$ cat src/hdl/pal_pkg.sv
// Shared types and constants for the positional array list.
// No dependencies; used by every module of the block.
package pal_pkg;

  localparam int MaxEntries = 16;
  localparam int DataW      = 32;
  localparam int CmdW       = 2;
  localparam int PosW       = 4;
  localparam int CapW       = 5;
  localparam int CountW     = 5;
  localparam int StatusW    = 3;

  localparam logic [CapW-1:0] CapacityReset = CapW'(16);

  typedef enum logic [CmdW-1:0] {
    CMD_INSERT     = 2'd0,
    CMD_REMOVE_POS = 2'd1,
    CMD_REMOVE_VAL = 2'd2,
    CMD_NOP        = 2'd3
  } cmd_e;

  typedef enum logic [StatusW-1:0] {
    ST_OK       = 3'd0,
    ST_FULL     = 3'd1,
    ST_EMPTY    = 3'd2,
    ST_BADPOS   = 3'd3,
    ST_NOTFOUND = 3'd4
  } status_e;

  typedef enum logic [1:0] {
    S_IDLE,
    S_RUN,
    S_DONE
  } state_e;

  typedef struct packed {
    status_e                  status;
    logic signed [DataW-1:0]  removed;
    logic [CountW-1:0]        count;
  } result_t;

endpackage

$ cat src/hdl/pal_mem.sv
// Entry store: one write port, one read port, registered read data.
// Depends on pal_pkg for the data width.
module pal_mem #(
  parameter int MAX_ENTRIES = pal_pkg::MaxEntries
) (
  input  logic                             clk_i,
  input  logic                             we_i,
  input  logic [$clog2(MAX_ENTRIES)-1:0]   waddr_i,
  input  logic [pal_pkg::DataW-1:0]        wdata_i,
  input  logic [$clog2(MAX_ENTRIES)-1:0]   raddr_i,
  output logic [pal_pkg::DataW-1:0]        rdata_o
);

  logic [pal_pkg::DataW-1:0] mem [MAX_ENTRIES];
  logic [pal_pkg::DataW-1:0] rdata_q;

  always_ff @(posedge clk_i) begin
    if (we_i) begin
      mem[waddr_i] <= wdata_i;
    end
    rdata_q <= mem[raddr_i];
  end

  assign rdata_o = rdata_q;

endmodule

$ cat src/hdl/pal_outreg.sv
// Result register between the sequencer and the output channel.
// Depends on pal_pkg for the result type.
module pal_outreg (
  input  logic                              clk_i,
  input  logic                              rst_ni,
  input  logic                              res_valid_i,
  input  pal_pkg::result_t                  res_i,
  output logic                              free_o,
  output logic                              out_valid_o,
  input  logic                              out_stall_i,
  output logic [pal_pkg::StatusW-1:0]       status_o,
  output logic signed [pal_pkg::DataW-1:0]  removed_value_o,
  output logic [pal_pkg::CountW-1:0]        entry_count_o
);

  logic             valid_q, valid_d;
  pal_pkg::result_t res_q;
  logic             load;

  assign free_o = !valid_q || !out_stall_i;
  assign load   = res_valid_i && free_o;

  always_comb begin
    valid_d = valid_q;
    if (load) begin
      valid_d = 1'b1;
    end else if (!out_stall_i) begin
      valid_d = 1'b0;
    end
  end

  always_ff @(posedge clk_i or negedge rst_ni) begin
    if (!rst_ni) begin
      valid_q <= 1'b0;
    end else begin
      valid_q <= valid_d;
    end
  end

  always_ff @(posedge clk_i) begin
    if (load) begin
      res_q <= res_i;
    end
  end

  assign out_valid_o     = valid_q;
  assign status_o        = res_q.status;
  assign removed_value_o = res_q.removed;
  assign entry_count_o   = res_q.count;

endmodule

$ cat src/hdl/pal_seq.sv
// Command sequencer: checks, shifts entries through the store one per cycle,
// keeps the count and the capacity register. Depends on pal_pkg.
module pal_seq #(
  parameter int MAX_ENTRIES = pal_pkg::MaxEntries
) (
  input  logic                                clk_i,
  input  logic                                rst_ni,
  input  logic                                cfg_valid_i,
  input  logic [pal_pkg::CapW-1:0]            cfg_capacity_i,
  input  logic                                in_valid_i,
  output logic                                in_stall_o,
  input  logic [pal_pkg::CmdW-1:0]            cmd_i,
  input  logic signed [pal_pkg::DataW-1:0]    value_i,
  input  logic [pal_pkg::PosW-1:0]            position_i,
  output logic                                mem_we_o,
  output logic [$clog2(MAX_ENTRIES)-1:0]      mem_waddr_o,
  output logic [pal_pkg::DataW-1:0]           mem_wdata_o,
  output logic [$clog2(MAX_ENTRIES)-1:0]      mem_raddr_o,
  input  logic [pal_pkg::DataW-1:0]           mem_rdata_i,
  output logic                                res_valid_o,
  output pal_pkg::result_t                    res_o,
  input  logic                                out_free_i
);

  localparam int IW   = $clog2(MAX_ENTRIES);
  localparam int CW   = $clog2(MAX_ENTRIES + 1);
  localparam int CMPW = (CW > pal_pkg::CapW) ? CW : pal_pkg::CapW;

  pal_pkg::state_e  state_q, state_d;
  pal_pkg::cmd_e    cmd_q, cmd_d;
  pal_pkg::status_e status_q, status_d;
  logic [pal_pkg::DataW-1:0] val_q, val_d;
  logic [pal_pkg::DataW-1:0] removed_q, removed_d;
  logic [IW-1:0]   pos_q, pos_d;
  logic [IW-1:0]   rd_idx_q, rd_idx_d;
  logic [CW-1:0]   ptr_q, ptr_d;
  logic [CW-1:0]   cnt_q, cnt_d;
  logic [pal_pkg::CapW-1:0] cap_q, cap_d;
  logic            rd_pend_q, rd_pend_d;
  logic            hole_q, hole_d;
  logic            ok_q, ok_d;

  logic            in_acc, done, rd_issue, match, full;
  logic [CMPW-1:0] posw, cntw, capw, maxw;

  assign in_stall_o = (state_q != pal_pkg::S_IDLE);
  assign in_acc     = in_valid_i && (state_q == pal_pkg::S_IDLE);

  assign posw = CMPW'(position_i);
  assign cntw = CMPW'(cnt_q);
  assign capw = CMPW'(cap_q);
  assign maxw = CMPW'(MAX_ENTRIES);
  assign full = (cntw >= capw) || (cntw >= maxw);

  // next state
  always_comb begin
    state_d = state_q;
    unique case (state_q)
      pal_pkg::S_IDLE: if (in_acc) state_d = pal_pkg::S_RUN;
      pal_pkg::S_RUN:  if (done) state_d = pal_pkg::S_DONE;
      pal_pkg::S_DONE: if (out_free_i) state_d = pal_pkg::S_IDLE;
      default:         state_d = pal_pkg::S_IDLE;
    endcase
  end

  // datapath and outputs
  always_comb begin
    cmd_d       = cmd_q;
    status_d    = status_q;
    val_d       = val_q;
    removed_d   = removed_q;
    pos_d       = pos_q;
    ptr_d       = ptr_q;
    cnt_d       = cnt_q;
    hole_d      = hole_q;
    ok_d        = ok_q;
    cap_d       = cfg_valid_i ? cfg_capacity_i : cap_q;
    mem_we_o    = 1'b0;
    mem_waddr_o = rd_idx_q;
    mem_wdata_o = mem_rdata_i;
    mem_raddr_o = IW'(ptr_q);
    rd_issue    = 1'b0;
    match       = 1'b0;
    done        = 1'b0;
    res_valid_o = 1'b0;

    if (in_acc) begin
      cmd_d     = pal_pkg::cmd_e'(cmd_i);
      val_d     = value_i;
      pos_d     = IW'(position_i);
      removed_d = '0;
      hole_d    = 1'b0;
      status_d  = pal_pkg::ST_OK;
      ok_d      = 1'b0;
      ptr_d     = cnt_q;
      unique case (pal_pkg::cmd_e'(cmd_i))
        pal_pkg::CMD_INSERT: begin
          priority if (full) status_d = pal_pkg::ST_FULL;
          else if (posw > cntw) status_d = pal_pkg::ST_BADPOS;
          else ok_d = 1'b1;
        end
        pal_pkg::CMD_REMOVE_POS: begin
          priority if (cnt_q == '0) status_d = pal_pkg::ST_EMPTY;
          else if (posw >= cntw) status_d = pal_pkg::ST_BADPOS;
          else begin
            ok_d  = 1'b1;
            ptr_d = CW'(position_i);
          end
        end
        pal_pkg::CMD_REMOVE_VAL: begin
          if (cnt_q == '0) begin
            status_d = pal_pkg::ST_EMPTY;
          end else begin
            ok_d  = 1'b1;
            ptr_d = '0;
          end
        end
        pal_pkg::CMD_NOP: ok_d = 1'b0;
        default:          ok_d = 1'b0;
      endcase
    end

    if (state_q == pal_pkg::S_RUN) begin
      if (!ok_q) begin
        done = 1'b1;
      end else if (cmd_q == pal_pkg::CMD_INSERT) begin
        // walk down from the top, moving each entry up by one
        rd_issue    = (ptr_q > CW'(pos_q));
        mem_raddr_o = IW'(ptr_q - CW'(1));
        if (rd_issue) ptr_d = ptr_q - CW'(1);
        if (rd_pend_q) begin
          mem_we_o    = 1'b1;
          mem_waddr_o = rd_idx_q + IW'(1);
          mem_wdata_o = mem_rdata_i;
        end else if (!rd_issue) begin
          mem_we_o    = 1'b1;
          mem_waddr_o = pos_q;
          mem_wdata_o = val_q;
          cnt_d       = cnt_q + CW'(1);
          done        = 1'b1;
        end
      end else begin
        // walk up, find the hole, then move each later entry down by one
        rd_issue    = (ptr_q < cnt_q);
        mem_raddr_o = IW'(ptr_q);
        if (rd_issue) ptr_d = ptr_q + CW'(1);
        match = (cmd_q == pal_pkg::CMD_REMOVE_POS) ? (rd_idx_q == pos_q)
                                                   : (mem_rdata_i == val_q);
        if (rd_pend_q) begin
          if (hole_q) begin
            mem_we_o    = 1'b1;
            mem_waddr_o = rd_idx_q - IW'(1);
            mem_wdata_o = mem_rdata_i;
          end else if (match) begin
            hole_d    = 1'b1;
            removed_d = mem_rdata_i;
          end
        end else if (!rd_issue) begin
          done = 1'b1;
          if (hole_q) cnt_d = cnt_q - CW'(1);
          else status_d = pal_pkg::ST_NOTFOUND;
        end
      end
    end

    if (state_q == pal_pkg::S_DONE) begin
      res_valid_o = 1'b1;
    end
  end

  assign rd_pend_d = (state_q == pal_pkg::S_RUN) && ok_q && rd_issue;
  assign rd_idx_d  = mem_raddr_o;

  assign res_o.status  = status_q;
  assign res_o.removed = removed_q;
  assign res_o.count   = pal_pkg::CountW'(cnt_q);

  always_ff @(posedge clk_i or negedge rst_ni) begin
    if (!rst_ni) begin
      state_q   <= pal_pkg::S_IDLE;
      cnt_q     <= '0;
      cap_q     <= pal_pkg::CapacityReset;
      rd_pend_q <= 1'b0;
      hole_q    <= 1'b0;
      ok_q      <= 1'b0;
    end else begin
      state_q   <= state_d;
      cnt_q     <= cnt_d;
      cap_q     <= cap_d;
      rd_pend_q <= rd_pend_d;
      hole_q    <= hole_d;
      ok_q      <= ok_d;
    end
  end

  always_ff @(posedge clk_i) begin
    cmd_q     <= cmd_d;
    status_q  <= status_d;
    val_q     <= val_d;
    removed_q <= removed_d;
    pos_q     <= pos_d;
    ptr_q     <= ptr_d;
    rd_idx_q  <= rd_idx_d;
  end

`ifndef SYNTHESIS
  a_cnt_range: assert property (@(posedge clk_i) disable iff (!rst_ni)
    cnt_q <= CW'(MAX_ENTRIES))
    else $error("entry count beyond store depth");

  a_no_rw_clash: assert property (@(posedge clk_i) disable iff (!rst_ni)
    (mem_we_o && rd_pend_d) |-> (mem_waddr_o != mem_raddr_o))
    else $error("read and write of the same entry in one cycle");

  a_cnt_step: assert property (@(posedge clk_i) disable iff (!rst_ni)
    (cnt_q != $past(cnt_q)) |->
      ((cnt_q == $past(cnt_q) + CW'(1)) || (cnt_q + CW'(1) == $past(cnt_q))))
    else $error("entry count moved by more than one");

  a_idle_quiet: assert property (@(posedge clk_i) disable iff (!rst_ni)
    (state_q == pal_pkg::S_IDLE) |-> (!rd_pend_q && !mem_we_o))
    else $error("store access outside a command");

  a_cnt_only_at_end: assert property (@(posedge clk_i) disable iff (!rst_ni)
    (cnt_q != $past(cnt_q)) |-> (state_q == pal_pkg::S_DONE))
    else $error("entry count changed before the command finished");
`endif

endmodule

$ cat src/hdl/positional_array_list.sv
// Positional array list: ordered list of signed words held in a memory.
// Channels: input items (cmd_i, value_i, position_i) under in_valid_i and
// in_stall_o; result items (status_o, removed_value_o, entry_count_o) under
// out_valid_o and out_stall_i; an item moves when valid is high and stall
// is low. cfg_valid_i/cfg_ready_o write the capacity register; the user must do so
// only while no command is in flight, as the block itself does not enforce it.
// Each command is run by a sequencer that moves entries through the store
// one per cycle on its single read port. It reads the entries above the
// position for insert, and from the start point up to the count for
// removals; an insert at the end and failed or ignored commands read
// nothing. A new command is accepted only once the sequencer is back in
// idle after the previous one. The result passes from the run state
// through the done state into the output register.
// A finished result sits in an output register, so the sequencer may take
// the next item while it waits; a stalled receiver holds the result and,
// once the sequencer has a further result ready, holds the input too.
// Reset empties the list and sets capacity to 16; the store itself is not
// cleared, as no entry is read before it is written.
// Depends on pal_pkg, pal_mem, pal_seq and pal_outreg.
module positional_array_list #(
  parameter int MAX_ENTRIES = pal_pkg::MaxEntries
) (
  input  logic                               clk_i,
  input  logic                               rst_ni,
  input  logic                               cfg_valid_i,
  output logic                               cfg_ready_o,
  input  logic [pal_pkg::CapW-1:0]           cfg_capacity_i,
  input  logic                               in_valid_i,
  output logic                               in_stall_o,
  input  logic [pal_pkg::CmdW-1:0]           cmd_i,
  input  logic signed [pal_pkg::DataW-1:0]   value_i,
  input  logic [pal_pkg::PosW-1:0]           position_i,
  output logic                               out_valid_o,
  input  logic                               out_stall_i,
  output logic [pal_pkg::StatusW-1:0]        status_o,
  output logic signed [pal_pkg::DataW-1:0]   removed_value_o,
  output logic [pal_pkg::CountW-1:0]         entry_count_o
);

  localparam int IW = $clog2(MAX_ENTRIES);

  logic                      mem_we;
  logic [IW-1:0]             mem_waddr, mem_raddr;
  logic [pal_pkg::DataW-1:0] mem_wdata, mem_rdata;
  logic                      res_valid, out_free;
  pal_pkg::result_t          res;

  assign cfg_ready_o = 1'b1;

  pal_mem #(.MAX_ENTRIES(MAX_ENTRIES)) u_mem (
    .clk_i   (clk_i),
    .we_i    (mem_we),
    .waddr_i (mem_waddr),
    .wdata_i (mem_wdata),
    .raddr_i (mem_raddr),
    .rdata_o (mem_rdata)
  );

  pal_seq #(.MAX_ENTRIES(MAX_ENTRIES)) u_seq (
    .clk_i          (clk_i),
    .rst_ni         (rst_ni),
    .cfg_valid_i    (cfg_valid_i),
    .cfg_capacity_i (cfg_capacity_i),
    .in_valid_i     (in_valid_i),
    .in_stall_o     (in_stall_o),
    .cmd_i          (cmd_i),
    .value_i        (value_i),
    .position_i     (position_i),
    .mem_we_o       (mem_we),
    .mem_waddr_o    (mem_waddr),
    .mem_wdata_o    (mem_wdata),
    .mem_raddr_o    (mem_raddr),
    .mem_rdata_i    (mem_rdata),
    .res_valid_o    (res_valid),
    .res_o          (res),
    .out_free_i     (out_free)
  );

  pal_outreg u_outreg (
    .clk_i           (clk_i),
    .rst_ni          (rst_ni),
    .res_valid_i     (res_valid),
    .res_i           (res),
    .free_o          (out_free),
    .out_valid_o     (out_valid_o),
    .out_stall_i     (out_stall_i),
    .status_o        (status_o),
    .removed_value_o (removed_value_o),
    .entry_count_o   (entry_count_o)
  );

endmodule

$ cat config.mk
export PLATFORM = sky130hd
export DESIGN_NAME = positional_array_list
export DESIGN_NICKNAME = d
export VERILOG_FILES = /design/src/hdl/pal_pkg.sv /design/src/hdl/pal_mem.sv /design/src/hdl/pal_outreg.sv /design/src/hdl/pal_seq.sv /design/src/hdl/positional_array_list.sv
export SDC_FILE = /design/constraint.sdc
export NUM_CORES = 1
export LEC_CHECK = 0
export ABC_AREA = 1
export BUFFER_PORTS_ARGS = -buffer_cell sky130_fd_sc_hd__buf_2
export CORE_MARGIN = 4
export CORE_UTILIZATION = 45
export CTS_BUF_LIST = sky130_fd_sc_hd__clkbuf_8
export CTS_CLUSTER_SIZE = 30
export DETAILED_ROUTE_END_ITERATION = 10
export MAX_ROUTING_LAYER = met4
export PLACE_DENSITY = 0.69
export SYNTH_ARGS = -nofsm -noshare
export SYNTH_HDL_FRONTEND = slang
export SYNTH_HIERARCHICAL = 1
export SYNTH_SLANG_ARGS = --single-unit
$ cat constraint.sdc
create_clock -name clk_i -period 3.9 [get_ports clk_i]
set_input_delay 0.39 -clock clk_i [delete_from_list [all_inputs] [get_ports clk_i]]
set_output_delay 0.39 -clock clk_i [all_outputs]
set_load 0.01 [all_outputs]
==> results of run 1 <==
[cells in the mapped netlist (all sizes together), types with 2 or more instances]
master | number | area share [%]
a21oi | 27 | 0.45
buf | 113 | 2.7
clkbuf | 22 | 0.28
dfrtp | 15 | 1.3
dfxtp | 76 | 5.1
edfxtp | 590 | 59
ha | 28 | 1.2
inv | 489 | 6.2
nand2 | 916 | 12
nand3 | 479 | 8.0
nand3b | 2 | 0.050
nand4 | 17 | 0.36
nor2 | 94 | 1.3
o211ai | 2 | 0.050
o21a | 2 | 0.050
o21ai | 26 | 0.44
xnor2 | 31 | 0.91
xor2 | 14 | 0.41
[flip-flops by register name, indices dropped and copies added, names as in the netlist]
name                      flops
u_seq/pos_q                   4
u_seq/status_q                3
u_outreg/out_valid_o          1
u_seq/state_q                 2
u_seq/rd_idx_q                4
u_seq/rd_pend_q               1
u_seq/hole_q                  1
u_seq/cnt_q                   5
u_seq/cap_q                   5
u_seq/removed_q              32
u_mem/rdata_o                32
u_seq/cmd_q                   2
u_outreg/status_o             3
u_mem/mem                   512
u_seq/ok_q                    1
u_outreg/entry_count_o        5
u_seq/val_q                  32
u_seq/ptr_q                   5
u_outreg/removed_value_o     32
[worst register-to-register path, cell delays in order (launching register included)]
cell and delay (ns):
dfxtp_1 0.42, inv_1 0.20, ha_1 0.33, nand2_1 0.06, nor2_1 0.15, inv_1 0.06
nand2_1 0.06, nand2_1 0.12, nor2_4 0.19, nor2_1 0.06, o21ai_0 0.16, nand2_1 0.14
nand3b_1 0.35, nor2_4 0.66, buf_12 0.28
[cells by family (layout without fill, tap and decap cells)]
| family | after synthesis | in the layout |
|---|---|---|
| AOI/OAI and AO/OA | 64 | 64 |
| buffers and inverters | 624 | 907 |
| muxes | 1 | 1 |
| and+or+nand+nor | 1511 | 1511 |
| DFF | 682 | 682 |
| other | 1 | 3 |
| xor gates and xnor gates | 45 | 45 |
| adders and majority gates | 29 | 29 |
[cell type report]
class | instances | area, um2
antenna | 2 | 5.005
clock buffer | 118 | 1624
multi-input combinational | 1651 | 7692
fill | 5669 | 31480
inverter | 489 | 1843
timing repair buffer | 213 | 1899
clock inverter | 87 | 483.0
sequential | 682 | 19640
tap | 864 | 1081
[final timing paths]
kind / end / cells past startpoint / slack [ns] / from
min: u_seq/state_q[0] / 3 / 0.08 / in_valid_i
max: u_mem/mem[4][24] / 14 / 0.35 / u_seq/ptr_q[0]
max in group asynchronous: u_seq/cap_q[4] / 2 / 3.46 / rst_ni
min in group asynchronous: u_seq/ok_q / 2 / 0.14 / rst_ni
min reg2reg: u_outreg/removed_value_o[15] / 0 / 0.43 / u_seq/removed_q[15]
max reg2reg: u_mem/mem[4][24] / 14 / 0.35 / u_seq/ptr_q[0]
[power by group]
group          leakage (nW)  switching (mW)  internal [mW]
clock network          1.22            2.80           3.06
registers              6.17           0.489           9.45
logic                  7.42            6.29           2.67
total                  14.8            9.58           15.2
[layout by cell type (no fill, tap or decap), types with 3 or more instances in the layout]
master,n
dlygate4sd3_1,54
inv_2,5
buf_2,89
buf_12,31
ha_1,28
buf_4,39
nand3_1,479
o21ai_0,24
nand2_1,913
clkbuf_8,118
xor2_1,13
a21oi_1,26
inv_1,519
clkinv_1,29
nand4_1,17
inv_6,3
nor2_4,21
edfxtp_1,590
dfxtp_1,76
dfrtp_1,15
bufinv_16,4
nor2_1,73
xnor2_1,31
clkinv_2,11
[timing repair]
action	CTS	global route
buffers inserted	0	5
hold buffers	54	0
endpoints found under the setup margin	0	9
hold endpoints to repair	61	0
[metal layers]
metal	track usage (%)	part of all wire, %	wire, um	vias to the layer above
li1	-	-	-	9970
met1	28.49	42	31110	9794
met2	33.10	46	34530	847
met3	4.209	8.9	6652	154
met4	7.030	2.9	2140	0
met5	-	0	0	-
==> out/metrics.yaml, run 1 <==
status: "complete, no violations"
synthAdderAreaFrac_pct: 1.240
grt_first_pass_wirelength_um: 113200
critical_path.most_common_cell: "nand2_1"
worstHoldPathType: "input port to flop"
grt_start_max_net_pins: 139
antenna_left: 0
yosys_most_used_dff: "edfxtp_1"
synth_fp_nets: 3034
stdcell_area_um2: 34270
dr.first_iter.drc_count: 1983
final_nets: 3223
p_leak_nw: 14.80
cts_root_buffer: "clkbuf_8"
route.vias.total: 20770
setup_viol: 0
ctsResizeCount: 0
relSlewSlack_pct: 49.74
min_period_over_period_pct: 90.93
numCtsBuffers: 109
slowest_stage: "nor2_4"
synth_top_family_by_area: "simple AND/OR/NAND/NOR gates"
io_pins: 91
drive_gt1_share_pct: 10.37
first_global_vias: 19660
cap_violations: 0
clkLatencyLatePin_ns: 0.72
placementRows: 94
synthSimpleGateAreaFrac_pct: 21.35
antenna_found_initial: 2
pre_cts_ws_ns: 0.3527
end_kind: "flop"
drv_slew: 0
async_flop_share_pct: 2.346
worstPathBufferInverterCount: 3
wl_per_cell_um: 18.13
start_kind: "flop"
placedCellCount: 3840
synth_compound_area_share_pct: 1.161
setup_slack_ns: 0.3537
finalSetupTns_ns: 0
tightestPinTransition_ns: 0.7521
rsz0062_at_grt: "no"
hold_viol_final: 0
initial_core_util_pct: 45.42
syn_area_um2: 29860
finalNonFillerCells: 4106
power.density_nw_per_um2: 722.3
first_pass_iters: 5
ys_ff_latch: 682
synth.distinct_cells: 41
crit_chain: "inv_1 > ha_1 > nand2_1 > nor2_1 > inv_1 > nand2_1 > nand2_1 > nor2_4 > nor2_1 > o21ai_0 > nand2_1 > nand3b_1 > nor2_4 > buf_12"
clk_path_buf_depth: 3
fmax_mhz: 282.0
fp.coreArea_um2: 65750
required_ns: 4.30
critical_path_class: "flop to flop"
synthMuxAreaShare_pct: 0.03771
syn_inst: 2957
p_total_mw: 24.75
synth_xor_area_share_pct: 1.320
area_growth_pct: 14.76
die_x_um: 265.6
synth_sequential_area_ratio_pct: 65.77
die_h_um: 265.6
hold_slack_ns: 0.07744
place_hpwl_um: 42570
critical_path_arrival_ns: 3.95
overflow: 0
grt_usage_pct: 21.32
htreeDepth: 3
postLayoutCoreUtil_pct: 52.12
clock_skew_ns: 0.03852
cts.sinks: 682
syn_avg_cell_area_um2: 10.10
cpPeakStageDelay_ns: 0.65
dpl_cell_area_um2: 31570
yosys_warnings: 6
cts_tree: "done"
wirelength_um: 74430
period_needed_ns: 3.546
port_buffers: 89
crit_family: "simple AND/OR/NAND/NOR gates"
clk_pin_slew_worst_paths_ns: 0.06
synth_edf_count: 590
ir_worst_vdd_mv: 0.5679
fp.dieArea_um2: 70540
drc: 0
gp_congestion: 0.8688
via_per_inst: 5.057
critPathMaxFanout: 17
(Power assumes the default switching activity.)
==> run 2, diff against run 1 <==
--- a/config.mk
+++ b/config.mk
@@ -12,6 +12,7 @@
 export CTS_BUF_LIST = sky130_fd_sc_hd__clkbuf_8
 export CTS_CLUSTER_SIZE = 30
 export DETAILED_ROUTE_END_ITERATION = 10
+export HOLD_SLACK_MARGIN = 0.12
 export MAX_ROUTING_LAYER = met4
 export PLACE_DENSITY = 0.69
 export SYNTH_ARGS = -nofsm -noshare
==> out/metrics.yaml, run 2 (synthesis results as in run 1) <==
critPathMaxFanout: 17  # unchanged
placedCellCount: 3840  # unchanged
finalNonFillerCells: 4109  # was 4106
first_pass_iters: 6  # was 5
min_period_over_period_pct: 91.08  # was 90.93%
setup_viol: 0  # unchanged
final_common_cell: "nand2_1"  # unchanged
period_needed_ns: 3.552  # was 3.546 ns
cts_tree: "done"  # unchanged
end_kind: "flop"  # unchanged
antenna_left: 0  # unchanged
dr.first_iter.drc_count: 1888  # was 1983
io_pins: 91  # unchanged
grt.met3_usage_pct: 4.209  # unchanged
placementRows: 94  # unchanged
largest_register: "u_mem/mem"  # unchanged
largest_reg_flops: 512  # unchanged
clkLatencyLatePin_ns: 0.71  # was 0.72 ns
area_growth_pct: 14.86  # was 14.76%
critical_path_class: "flop to flop"  # unchanged
ir_worst_vdd_mv: 0.5697  # was 0.5679 mV
overflow: 0  # unchanged
multi_input_area_um2: 7692  # unchanged
finalSetupTns_ns: 0  # unchanged
worstHoldPathType: "input port to flop"  # unchanged
wirelength_um: 74580  # was 74430 um
final_nets: 3226  # was 3223
via_per_inst: 5.077  # was 5.057
fp.dieArea_um2: 70540  # unchanged
fp.coreArea_um2: 65750  # unchanged
drv_slew: 0  # unchanged
drive_gt1_share_pct: 10.36  # was 10.37%
place_hpwl_um: 42570  # unchanged
tightestPinTransition_ns: 0.7501  # was 0.7521 ns
regArea_um2: 19640  # unchanged
port_buffers: 89  # unchanged
grt_usage_pct: 21.34  # was 21.32%
cts.sinks: 682  # unchanged
cts_root_buffer: "clkbuf_8"  # unchanged
antenna_found_initial: 2  # unchanged
grt_start_max_net_pins: 139  # unchanged
grt_use_met1_pct: 28.54  # was 28.49%
fmax_mhz: 281.5  # was 282.0 MHz
numCtsBuffers: 109  # unchanged
first_global_vias: 19670  # was 19660
gp_congestion: 0.8688  # unchanged
critical_path_arrival_ns: 3.96  # was 3.95 ns
grt_use_met2_pct: 33.09  # was 33.10%
p_leak_nw: 14.82  # was 14.80 nW
die_x_um: 265.6  # unchanged
wl_per_cell_um: 18.15  # was 18.13 um
rsz0062_at_grt: "no"  # unchanged
hold_viol_final: 0  # unchanged
drc: 0  # unchanged
nFillCells: 5667  # was 5669
relSlewSlack_pct: 49.87  # was 49.74%
clock_skew_ns: 0.03858  # was 0.03852 ns
htreeDepth: 3  # unchanged
layout_common_cells: "913 x nand2_1, 590 x edfxtp_1, 519 x inv_1"  # unchanged
status: "complete, no violations"  # unchanged
grt_first_pass_wirelength_um: 113400  # was 113200 um
start_kind: "flop"  # unchanged
required_ns: 4.31  # was 4.30 ns
clk_pin_slew_worst_paths_ns: 0.06  # about the same
power.density_nw_per_um2: 721.8  # was 722.3 nW/um2
initial_core_util_pct: 45.42  # unchanged
grt_busiest_layer: "met2"  # unchanged
clk_path_buf_depth: 3  # unchanged
die_h_um: 265.6  # unchanged
route.vias.total: 20860  # was 20770
cap_violations: 0  # unchanged
[run 2: stage by stage]
step,util (%),total power [mW],instance area (um2),hold WS [ns],setup WS (ns)
after global placement,48.01,18.80,31570,0.3276,0.4312
after floorplan,-,16.14,29860,0.09441,0.2815
after CTS,52.08,24.84,34240,0.3261,0.2812
after detailed placement,48.01,18.92,31570,0.3272,0.3527
after global routing,52.17,26.26,34300,0.3587,0.07033
final,52.17,24.76,34300,0.3945,0.3479
[run 2: timing repair]
action,CTS,global route
hold endpoints to repair,66,0
hold buffers,57,0
buffers inserted,0,5
resized for setup,0,0
endpoints found under the setup margin,0,9
[run 2: report_power, final]
part / total [mW] / switching (mW) / internal (mW)
Sequential: 9.94 / 0.491 / 9.45
Clock: 5.85 / 2.79 / 3.06
Combinational: 8.96 / 6.29 / 2.67
Total: 24.8 / 9.58 / 15.2
[run 2: final cells by class]
cell class | instances | area share, %
diodes | 2 | 0.01459
clock buffers | 118 | 4.735
clock inverters | 87 | 1.408
inverters | 489 | 5.374
multi-input cells | 1651 | 22.43
flip-flops and latches | 682 | 57.26
well taps | 864 | 3.152
repair buffers | 216 | 5.625
[run 2: critical path: stages (launching register included)]
cell and delay [ns]:
dfxtp_1 0.41, inv_1 0.20, ha_1 0.32, nand2_1 0.05, nor2_1 0.15, inv_1 0.06
nand2_1 0.06, nand2_1 0.12, nor2_4 0.20, nor2_1 0.06, o21ai_0 0.16, nand2_1 0.14
nor2_1 0.11, nand2_1 0.25, nor2_4 0.66, buf_12 0.26
[run 2: routing by layer]
metal | up-vias | routed length, um
met4 | 0 | 2146
li1 | 9966 | -
met5 | - | 0
met2 | 881 | 34480
met1 | 9852 | 31340
met3 | 161 | 6615
[run 2: final timing paths]
kind / startpoint / to / slack, ns / cells after the start
min in group asynchronous: rst_ni / u_seq/cap_q[4] / 0.77 / 3
max in group asynchronous: rst_ni / u_outreg/out_valid_o / 2.03 / 4
worst min-delay path: value_i[24] / u_seq/val_q[24] / 0.39 / 2
worst max-delay path: u_seq/ptr_q[0] / u_mem/mem[2][27] / 0.35 / 15
worst min register to register: u_seq/removed_q[16] / u_outreg/removed_value_o[16] / 0.43 / 0
worst max register to register: u_seq/ptr_q[0] / u_mem/mem[2][27] / 0.35 / 15
==> run 3, diff against run 2 <==
--- a/config.mk
+++ b/config.mk
@@ -7,6 +7,8 @@
 export LEC_CHECK = 0
 export ABC_AREA = 1
 export BUFFER_PORTS_ARGS = -buffer_cell sky130_fd_sc_hd__buf_2
+export CELL_PAD_IN_SITES_DETAIL_PLACEMENT = 0
+export CELL_PAD_IN_SITES_GLOBAL_PLACEMENT = 1
 export CORE_MARGIN = 4
 export CORE_UTILIZATION = 45
 export CTS_BUF_LIST = sky130_fd_sc_hd__clkbuf_8
@@ -14,7 +16,7 @@
 export DETAILED_ROUTE_END_ITERATION = 10
 export HOLD_SLACK_MARGIN = 0.12
 export MAX_ROUTING_LAYER = met4
-export PLACE_DENSITY = 0.69
+export PLACE_DENSITY = 0.81
 export SYNTH_ARGS = -nofsm -noshare
 export SYNTH_HDL_FRONTEND = slang
 export SYNTH_HIERARCHICAL = 1
==> out/metrics.yaml, run 3 (synthesis results as in run 1) <==
first_global_vias: 20070  # was 19670
first_pass_iters: 7  # was 6
relSlewSlack_pct: 41.56  # was 49.87%
cts.sinks: 682  # unchanged
p_leak_nw: 14.83  # was 14.82 nW
io_pins: 91  # unchanged
clock_skew_ns: 0.02875  # was 0.03858 ns
initial_core_util_pct: 45.42  # unchanged
overflow: 0  # unchanged
htreeDepth: 3  # unchanged
required_ns: 4.26  # was 4.31 ns
antenna_found_initial: 1  # was 2
start_kind: "flop"  # unchanged
final_common_cell: "nand2_1"  # unchanged
slowest_stage: "a21boi_0"  # was nor2_4
nFillCells: 5736  # was 5667
finalSetupTns_ns: 0  # unchanged
setup_slack_ns: 0.3935  # was 0.3479 ns
crit_chain: "inv_1 > ha_1 > nand2_1 > inv_1 > o21ai_0 > nand3_1 > nand2_1 > buf_4 > nand3_1 > nand3_1 > nand2_1 > a21boi_0 > nand2_1 > nor2_4 > buf_4"  # was inv_1 > ha_1 > nand2_1 > nor2_1 > inv_1 > nand2_1 > nand2_1 > nor2_4 > nor2_1 > o21ai_0 > nand2_1 > nor2_1 > nand2_1 > nor2_4 > buf_12
cts_root_buffer: "clkbuf_8"  # unchanged
antenna_left: 0  # unchanged
grt_start_max_net_pins: 130  # was 139
rsz0062_at_grt: "no"  # unchanged
seqPwrFrac_pct: 40.1  # was 40.2%
layout_common_cells: "915 x nand2_1, 590 x edfxtp_1, 518 x inv_1"  # was 913 x nand2_1, 590 x edfxtp_1, 519 x inv_1
critical_path_class: "flop to flop"  # unchanged
drv_slew: 0  # unchanged
end_kind: "flop"  # unchanged
fp.dieArea_um2: 70540  # unchanged
drc: 0  # unchanged
die_h_um: 265.6  # unchanged
dr.first_iter.drc_count: 1630  # was 1888
power.density_nw_per_um2: 730.5  # was 721.8 nW/um2
power.net_switching_mw: 9.813  # was 9.579 mW
tightestPinTransition_ns: 0.8745  # was 0.7501 ns
clk_pin_slew_worst_paths_ns: 0.07  # was 0.06 ns
reg2reg_slack_ns: 0.39  # was 0.35 ns
swShare_pct: 39.21  # was 38.69%
clkLatencyLatePin_ns: 0.73  # was 0.71 ns
min_period_over_period_pct: 89.91  # was 91.08%
ctsResizeCount: 0  # unchanged
cpPeakStageDelay_ns: 0.49  # was 0.66 ns
clk_path_buf_depth: 3  # unchanged
p_comb_share_pct: 35.8  # was 36.2%
worstHoldPathType: "input port to flop"  # unchanged
via_per_inst: 5.063  # was 5.077
die_x_um: 265.6  # unchanged
grt_first_pass_wirelength_um: 117300  # was 113400 um
route.vias.total: 20790  # was 20860
cap_violations: 0  # unchanged
drive_gt1_share_pct: 10.76  # was 10.36%
fp.coreArea_um2: 65750  # unchanged
postLayoutCoreUtil_pct: 52.11  # was 52.17%
placementRows: 94  # unchanged
area_growth_pct: 14.74  # was 14.86%
gp_congestion: 0.8613  # was 0.8688
fmax_mhz: 285.2  # was 281.5 MHz
numCtsBuffers: 107  # was 109
largest_register: "u_mem/mem"  # unchanged
period_needed_ns: 3.507  # was 3.552 ns
status: "complete, no violations"  # unchanged
ir_worst_vdd_mv: 0.6086  # was 0.5697 mV
grt_usage_pct: 21.99  # was 21.34%
pre_cts_ws_ns: 0.4790  # was 0.3527 ns
hold_viol_final: 0  # unchanged
place_hpwl_um: 44410  # was 42570 um
wirelength_um: 75770  # was 74580 um
power.share.clock_pct: 24.1  # was 23.6%
cts_tree: "done"  # unchanged
final_nets: 3224  # was 3226
critical_path.most_common_cell: "nand2_1"  # unchanged
setup_viol: 0  # unchanged
power.internal_mw: 15.21  # was 15.18 mW
wl_per_cell_um: 18.45  # was 18.15 um
port_buffers: 89  # unchanged
critical_path_arrival_ns: 3.87  # was 3.96 ns
largest_reg_flops: 512  # unchanged
critPathMaxFanout: 20  # was 17
[run 3: worst paths after layout]
path / startpoint / to / cells after the start
worst min register to register: u_seq/removed_q[11] / u_outreg/removed_value_o[11] / 0
worst max-delay path: u_seq/pos_q[2] / u_mem/mem[3][3] / 15
max in group asynchronous: rst_ni / u_outreg/out_valid_o / 4
worst min-delay path: value_i[2] / u_seq/val_q[2] / 2
min in group asynchronous: rst_ni / u_seq/cap_q[4] / 3
worst max register to register: u_seq/pos_q[2] / u_mem/mem[3][3] / 15
[run 3: metal layers]
layer  vias up  global-route usage, %  routed length [um]
li1       9974                      -                   -
met1      9940                  28.98               31960
met2       748                  35.20               36450
met3       130                  3.728                5529
met4         0                  7.002                1824
met5         -                      -                   0
[run 3: layout make-up]
class	instances	area [um2]	share of cell area [%]
diodes	1	2.502	0.007304
clock buffers	112	1541	4.499
clock inverters	92	613.1	1.789
inverters	489	1843	5.379
multi-input cells	1651	7687	22.44
flip-flops and latches	682	19640	57.32
well taps	864	1081	3.155
repair buffers	216	1854	5.412
[run 3: through the flow]
step                      area, um2  cells  hold slack [ns]  power, mW
after global placement        31540   3845           0.3384      18.93
after floorplan               29860   2957          0.09441      16.14
final                         34260   4107           0.3800      25.03
after detailed placement      31540   3845           0.3519      19.06
after global routing          34260   4107           0.3599      26.55
after CTS                     34260   4106           0.3192      25.16
[run 3: power groups by stage]
stage,Combinational [mW],Sequential [mW],Clock [mW]
2_1_floorplan,6.20,9.93,0
6_report,8.97,10.0,6.03
5_1_grt,9.93,10.1,6.53
3_3_place_gp,8.77,10.2,0
4_1_cts,8.98,10.0,6.18
3_5_place_dp,8.90,10.2,0
[run 3: critical path: cells and delay by family, from the launching register on]
| kind | cells | cell delay (ns) |
|---|---|---|
| flops | 1 | 0.42 |
| simple gates | 8 | 1.13 |
| buf+inv | 4 | 0.62 |
| fa+ha+maj | 1 | 0.33 |
| compound gates | 2 | 0.65 |
[run 3: timing repair]
action / in CTS / in global routing
setup buffers: 0 / 0
hold buffers: 57 / 0
endpoints found under the hold margin: 81 / 0
